## src/sv/tarm_pkg.sv

```systemverilog
// Shared types and constants for the thrust allocation rpm mapper.
`default_nettype none
package tarm_pkg;

	localparam int AXES   = 6;
	localparam int SAT_N  = 2 * AXES;
	localparam int VAL_W  = 32;
	localparam int RPM_W  = 16;
	localparam int MOD_W  = 8;
	localparam int MUL_W  = 34;
	localparam int ACC_W  = 2 * MUL_W;
	localparam int DF_W   = 33;
	localparam int Q_W    = 17;
	localparam int DSH_W  = DF_W + Q_W - 1;
	localparam int CNT_W  = $clog2(Q_W);

	// command codes of an input word
	typedef enum logic [2:0] {
		CMD_COMPUTE   = 3'd0,
		CMD_MATRIX    = 3'd1,
		CMD_THRUST_BP = 3'd2,
		CMD_RPM_BP    = 3'd3,
		CMD_MODIFIER  = 3'd4,
		CMD_SAT_LIMIT = 3'd5
	} cmd_t;

	// configuration register indexes
	typedef enum logic [1:0] {
		CFG_ACTIVE = 2'd0,
		CFG_TCOUNT = 2'd1,
		CFG_BCOUNT = 2'd2
	} cfg_idx_t;

	typedef enum logic [3:0] {
		ST_IDLE,
		ST_DOT_RD,
		ST_DOT_MUL,
		ST_DOT_ACC,
		ST_LUT_RD0,
		ST_LUT_CHK0,
		ST_LUT_CHKN,
		ST_LUT_SRCH,
		ST_IP_M1,
		ST_IP_M2,
		ST_IP_ADD,
		ST_DIV,
		ST_DIV_END,
		ST_MOD_MUL,
		ST_MOD_SAT,
		ST_EMIT
	} state_t;

endpackage
`default_nettype wire

```

## src/sv/tarm_tables.sv

```systemverilog
// Table storage: allocation matrix, breakpoint tables, modifiers, saturation limits.
`default_nettype none
module tarm_tables
	import tarm_pkg::*;
#(
	parameter int MAX_THRUSTERS = 8,
	parameter int LUT_DEPTH     = 16,
	parameter int MAT_AW        = $clog2(MAX_THRUSTERS * AXES),
	parameter int BP_AW         = $clog2(LUT_DEPTH),
	parameter int TI_W          = (MAX_THRUSTERS > 1) ? $clog2(MAX_THRUSTERS) : 1
) (
	input  logic                    clk,
	input  logic                    ld_en,
	input  logic [2:0]              command,
	input  logic [3:0]              table_row,
	input  logic [2:0]              table_col,
	input  logic signed [VAL_W-1:0] table_value,
	input  logic [MAT_AW-1:0]       mat_addr,
	output logic signed [VAL_W-1:0] mat_rd,
	input  logic [BP_AW-1:0]        bp_addr,
	output logic signed [VAL_W-1:0] tbp_rd,
	output logic signed [RPM_W-1:0] rbp_rd,
	input  logic [TI_W-1:0]         mod_sel,
	output logic signed [MOD_W-1:0] mod_val,
	output logic signed [VAL_W-1:0] sat_lim [SAT_N]
);

	logic signed [VAL_W-1:0] mat_mem_q [MAX_THRUSTERS * AXES];
	logic signed [VAL_W-1:0] tbp_mem_q [LUT_DEPTH];
	logic signed [RPM_W-1:0] rbp_mem_q [LUT_DEPTH];
	logic signed [MOD_W-1:0] mod_q [MAX_THRUSTERS];
	logic signed [VAL_W-1:0] sat_q [SAT_N];

	logic [7:0] row8;
	logic [7:0] mat_wa8;
	logic       mat_ok, bp_ok, mod_ok, sat_ok;

	// load address decode; out of range loads are dropped
	assign row8    = 8'(table_row);
	assign mat_wa8 = row8 * 8'(AXES) + 8'(table_col);
	assign mat_ok  = (row8 < 8'(MAX_THRUSTERS)) && (8'(table_col) < 8'(AXES));
	assign bp_ok   = row8 < 8'(LUT_DEPTH);
	assign mod_ok  = row8 < 8'(MAX_THRUSTERS);
	assign sat_ok  = row8 < 8'(SAT_N);

	// writes
	always_ff @(posedge clk) begin
		if (ld_en) begin
			case (command)
				CMD_MATRIX: begin
					if (mat_ok) mat_mem_q[MAT_AW'(mat_wa8)] <= table_value;
				end
				CMD_THRUST_BP: begin
					if (bp_ok) tbp_mem_q[BP_AW'(table_row)] <= table_value;
				end
				CMD_RPM_BP: begin
					if (bp_ok) rbp_mem_q[BP_AW'(table_row)] <= table_value[RPM_W-1:0];
				end
				CMD_MODIFIER: begin
					if (mod_ok) mod_q[TI_W'(table_row)] <= table_value[MOD_W-1:0];
				end
				CMD_SAT_LIMIT: begin
					if (sat_ok) sat_q[table_row] <= table_value;
				end
				default: ;
			endcase
		end
	end

	// registered read ports
	always_ff @(posedge clk) begin
		mat_rd <= mat_mem_q[mat_addr];
		tbp_rd <= tbp_mem_q[bp_addr];
		rbp_rd <= rbp_mem_q[bp_addr];
	end

	assign mod_val = mod_q[mod_sel];
	assign sat_lim = sat_q;

endmodule
`default_nettype wire

```

## config.mk

```make
export PLATFORM = sky130hd
export DESIGN_NAME = tarm_tables
export DESIGN_NICKNAME = d
export VERILOG_FILES = /design/src/sv/tarm_pkg.sv /design/src/sv/tarm_tables.sv
export SDC_FILE = /design/constraint.sdc
export NUM_CORES = 2
export LEC_CHECK = 0
export ABC_AREA = 0
export BUFFER_PORTS_ARGS = -buffer_cell sky130_fd_sc_hd__buf_2
export CELL_PAD_IN_SITES_DETAIL_PLACEMENT = 0
export CELL_PAD_IN_SITES_GLOBAL_PLACEMENT = 2
export CORE_ASPECT_RATIO = 1.5
export CORE_MARGIN = 4
export CORE_UTILIZATION = 40
export CTS_CLUSTER_SIZE = 25
export DETAILED_ROUTE_END_ITERATION = 16
export PLACE_DENSITY = 0.69
export SYNTH_ARGS = -nofsm -noshare
export SYNTH_HDL_FRONTEND = slang
export SYNTH_SLANG_ARGS = --single-unit
```

## constraint.sdc

```tcl
create_clock -name clk -period 4.2 [get_ports clk]
set_input_delay 0.63 -clock clk [delete_from_list [all_inputs] [get_ports clk]]
set_output_delay 0.63 -clock clk [all_outputs]
set_load 0.1 [all_outputs]
```

==> reports/results.ini <==
[run_status]
outcome = completed

[layout]
final_cell_mix = edfxtp_1 (2,752), mux2i_1 (512), buf_2 (491)
nFillCells = 21530
final_cell_area_sq_um = 122300
drive_above_1_share_pct = 30.29
area_delta_synth_final_pct = 17.18
final_common_cell = edfxtp_1
nets = 5524
fin_util_pct = 47.11

[sta]
slew_violations = 0
timing.slew.headroom_pct = 21.95
worst_pin_slew_ps = 1171
max_freq_ghz = 0.3191
fin_crit_sh_pct = 74.61
finalSetupTns_ps = 0
fin_crit_ps = 3134
setup_slack_ps = 1066
rsz0062_at_grt = no
setup_violations = 0
hold_viol = 0
finalClockSkew_ps = 52.89

[run]
cap_viol_max_count = 0

[setup_path]
path_common_cell = inv_1
crit_path_max_fanout = 24
critical_path_class = input port to flip-flop
r2r_end = mat_rd[2]$_DFF_P_
slowest_delay_ps = 450
r2r-start = mat_mem_q[25][2]$_DFFE_PP_
arrival_ps = 3610
required_ps = 4680
reg2reg_slack_ps = 1960
crit_slowest_cell = xnor3_1
crit_path_end_kind = flip-flop
worstSetupStartpointType = input port
crit_chain = buf_2 -> inv_1 -> ha_1 -> inv_1 -> fa_1 -> nor3b_1 -> xnor3_1 -> nand3_1 -> buf_4 -> nor2_4 -> buf_12
r2r_cells = 6

[synth]
synth_cells = 4600
ys_ff_latch = 2832
synthFlopType = edfxtp_1
synthArstFlopShare_pct = 0
synthesis.area_sq_um = 104400
yosysTopAreaCell = edfxtp_1
ys_seq_area_share_pct = 80.71
ys_warn_count = 0
yosysTopAreaCellShare_pct = 79.18
syn_nets = 4673
synthTopCellsByArea = edfxtp_1 (79%), mux4_2 (9.0%), mux2i_1 (4.9%), dfxtp_1 (1.5%), a22oi_1 (0.92%)
yosys.cell_types.count = 39
synth-edff-count = 2752
syn_area_per_cell_sq_um = 22.69

[clocking]
ctsHoldBuffers = 0
htree_num_levels = 5
post_cts_resized = 0
root_buffer = clkbuf_16
cts_buffer_depth = 4
clk_pin_slew_worst_paths_ps = 60
post_cts.repair.setup_buffers = 0
clkLatencyLatePin_ps = 810
clock_sinks = 2832
tritoncts = built
cts_inserted_buffers = 270

[grt]
overflow = 0
grtUsageTotal_pct = 21.27
antenna_found_initial = 28
grt_pass1_wl_microns = 404400
grt_pass1_vias = 51510
grt_max_degree = 101

[power]
p_leak_nw = 40.43
powerDensity_nw_per_um2 = 481.4
ir_worst_vdd_v = 0.0004743
power.total_mw = 58.88

[worst_hold_path]
min_delay_path_depth = 1
hold_start = table_value[4]
hp-class = input port to flip-flop
whs_endpoint = rbp_mem_q[14][4]$_DFFE_PP_

[floorplanning]
initial_core_util_pct = 40.21
dieWidth_microns = 425.1
core_area_sq_um = 259600
dieArea_sq_um = 269300
ios = 529
rows = 229
die_y_microns = 633.6

[routing]
antenna_left = 0
wl_microns = 290500
via_count = 49930
routedWlPerCell_microns = 31.82
initialDrtViolationCount = 4514
via_per_inst = 5.469
dr.pass1.iters = 6
drc = 0

[placement]
gp_congestion = 0.8261
portBuffers = 528
place_ws_ps = 316.3
hpwl_microns = 179200
postPlaceCellArea_sq_um = 113700

[how the worst max path moves through the flow]
stage | depth (start not counted) | slack [ps] | start | end
global route | 11 | 1040 | table_row[1] | mat_mem_q[12][5]$_DFFE_PP_
CTS | 11 | 1180 | table_row[1] | mat_mem_q[12][31]$_DFFE_PP_
detailed placement | 11 | 320 | table_row[1] | mat_mem_q[12][5]$_DFFE_PP_
global placement | 11 | 340 | table_row[1] | mat_mem_q[12][5]$_DFFE_PP_
floorplan | 8 | 100 | table_row[1] | mat_mem_q[41][0]$_DFFE_PP_
finish | 11 | 1070 | table_row[1] | mat_mem_q[12][31]$_DFFE_PP_
[cells by family after synthesis]
| logic type | synth area share (%) |
|---|---|
| xor gates and xnor gates | 0.05515 |
| buffers and inverters | 1.273 |
| and+or+nand+nor | 0.7636 |
| muxes | 13.97 |
| AOI/OAI and AO/OA | 3.016 |
| adders and majority gates | 0.2062 |
| DFF | 80.71 |
[Yosys cell counts (all sizes together) (4+ instances only)]
master	number
nand2	53
o41ai	32
and3	12
a221oi	64
mux2	8
a22o	64
nand3b	5
mux2i	512
a21oi	66
edfxtp	2752
buf	131
nor2b	5
mux4	416
dfxtp	80
a22oi	128
nand3	4
o22ai	32
inv	9
and2	5
nor2	90
clkbuf	99
ha	14
[power breakdown]
group,switching [mW],internal (mW)
Sequential,0.106,31.1
Combinational,2.69,0.997
Clock,10.2,13.8
Total,13.0,45.9
[per-layer routing]
| metal | routed length (microns) | global-route usage (%) |
|---|---|---|
| met1 | 110200 | 26.11 |
| met2 | 153200 | 37.99 |
| met3 | 16850 | 3.859 |
| met4 | 10140 | 6.902 |
| met5 | 43 | 0 |
[critical path, delay by kind of cell]
family | cells | cell delay [ps]
XOR/XNOR | 1 | 450
adder cells (fa/ha/maj) | 2 | 740
buffers and inverters | 5 | 880
AND/OR/NAND/NOR | 3 | 850
[stage by stage]
step	hold slack, ps	instances
6_report	320.8	9129
5_1_grt	272.4	9120
4_1_cts	234.8	9117
3_5_place_dp	757.0	8644
3_3_place_gp	750.6	8644
2_1_floorplan	728.9	4600
[layout make-up]
class | count | area, sq um | area share, %
Clock inverter | 113 | 1157 | 0.9463
Clock buffer | 360 | 7387 | 6.040
Antenna cell | 12 | 30.03 | 0.02455
Timing Repair Buffer | 809 | 5746 | 4.698
Tap cell | 3465 | 4335 | 3.545
Multi-Input combinational cell | 1529 | 19370 | 15.84
Inverter | 9 | 33.78 | 0.02762
Sequential cell | 2832 | 84240 | 68.88
[flip-flops by register name, summed over array words and instances (netlist names)]
name / cells
rbp_rd: 16
tbp_rd: 32
mod_q: 64
mat_mem_q: 1536
tbp_mem_q: 512
sat_lim: 384
rbp_mem_q: 256
mat_rd: 32
Note: power is estimated with default switching activity, not from simulation.
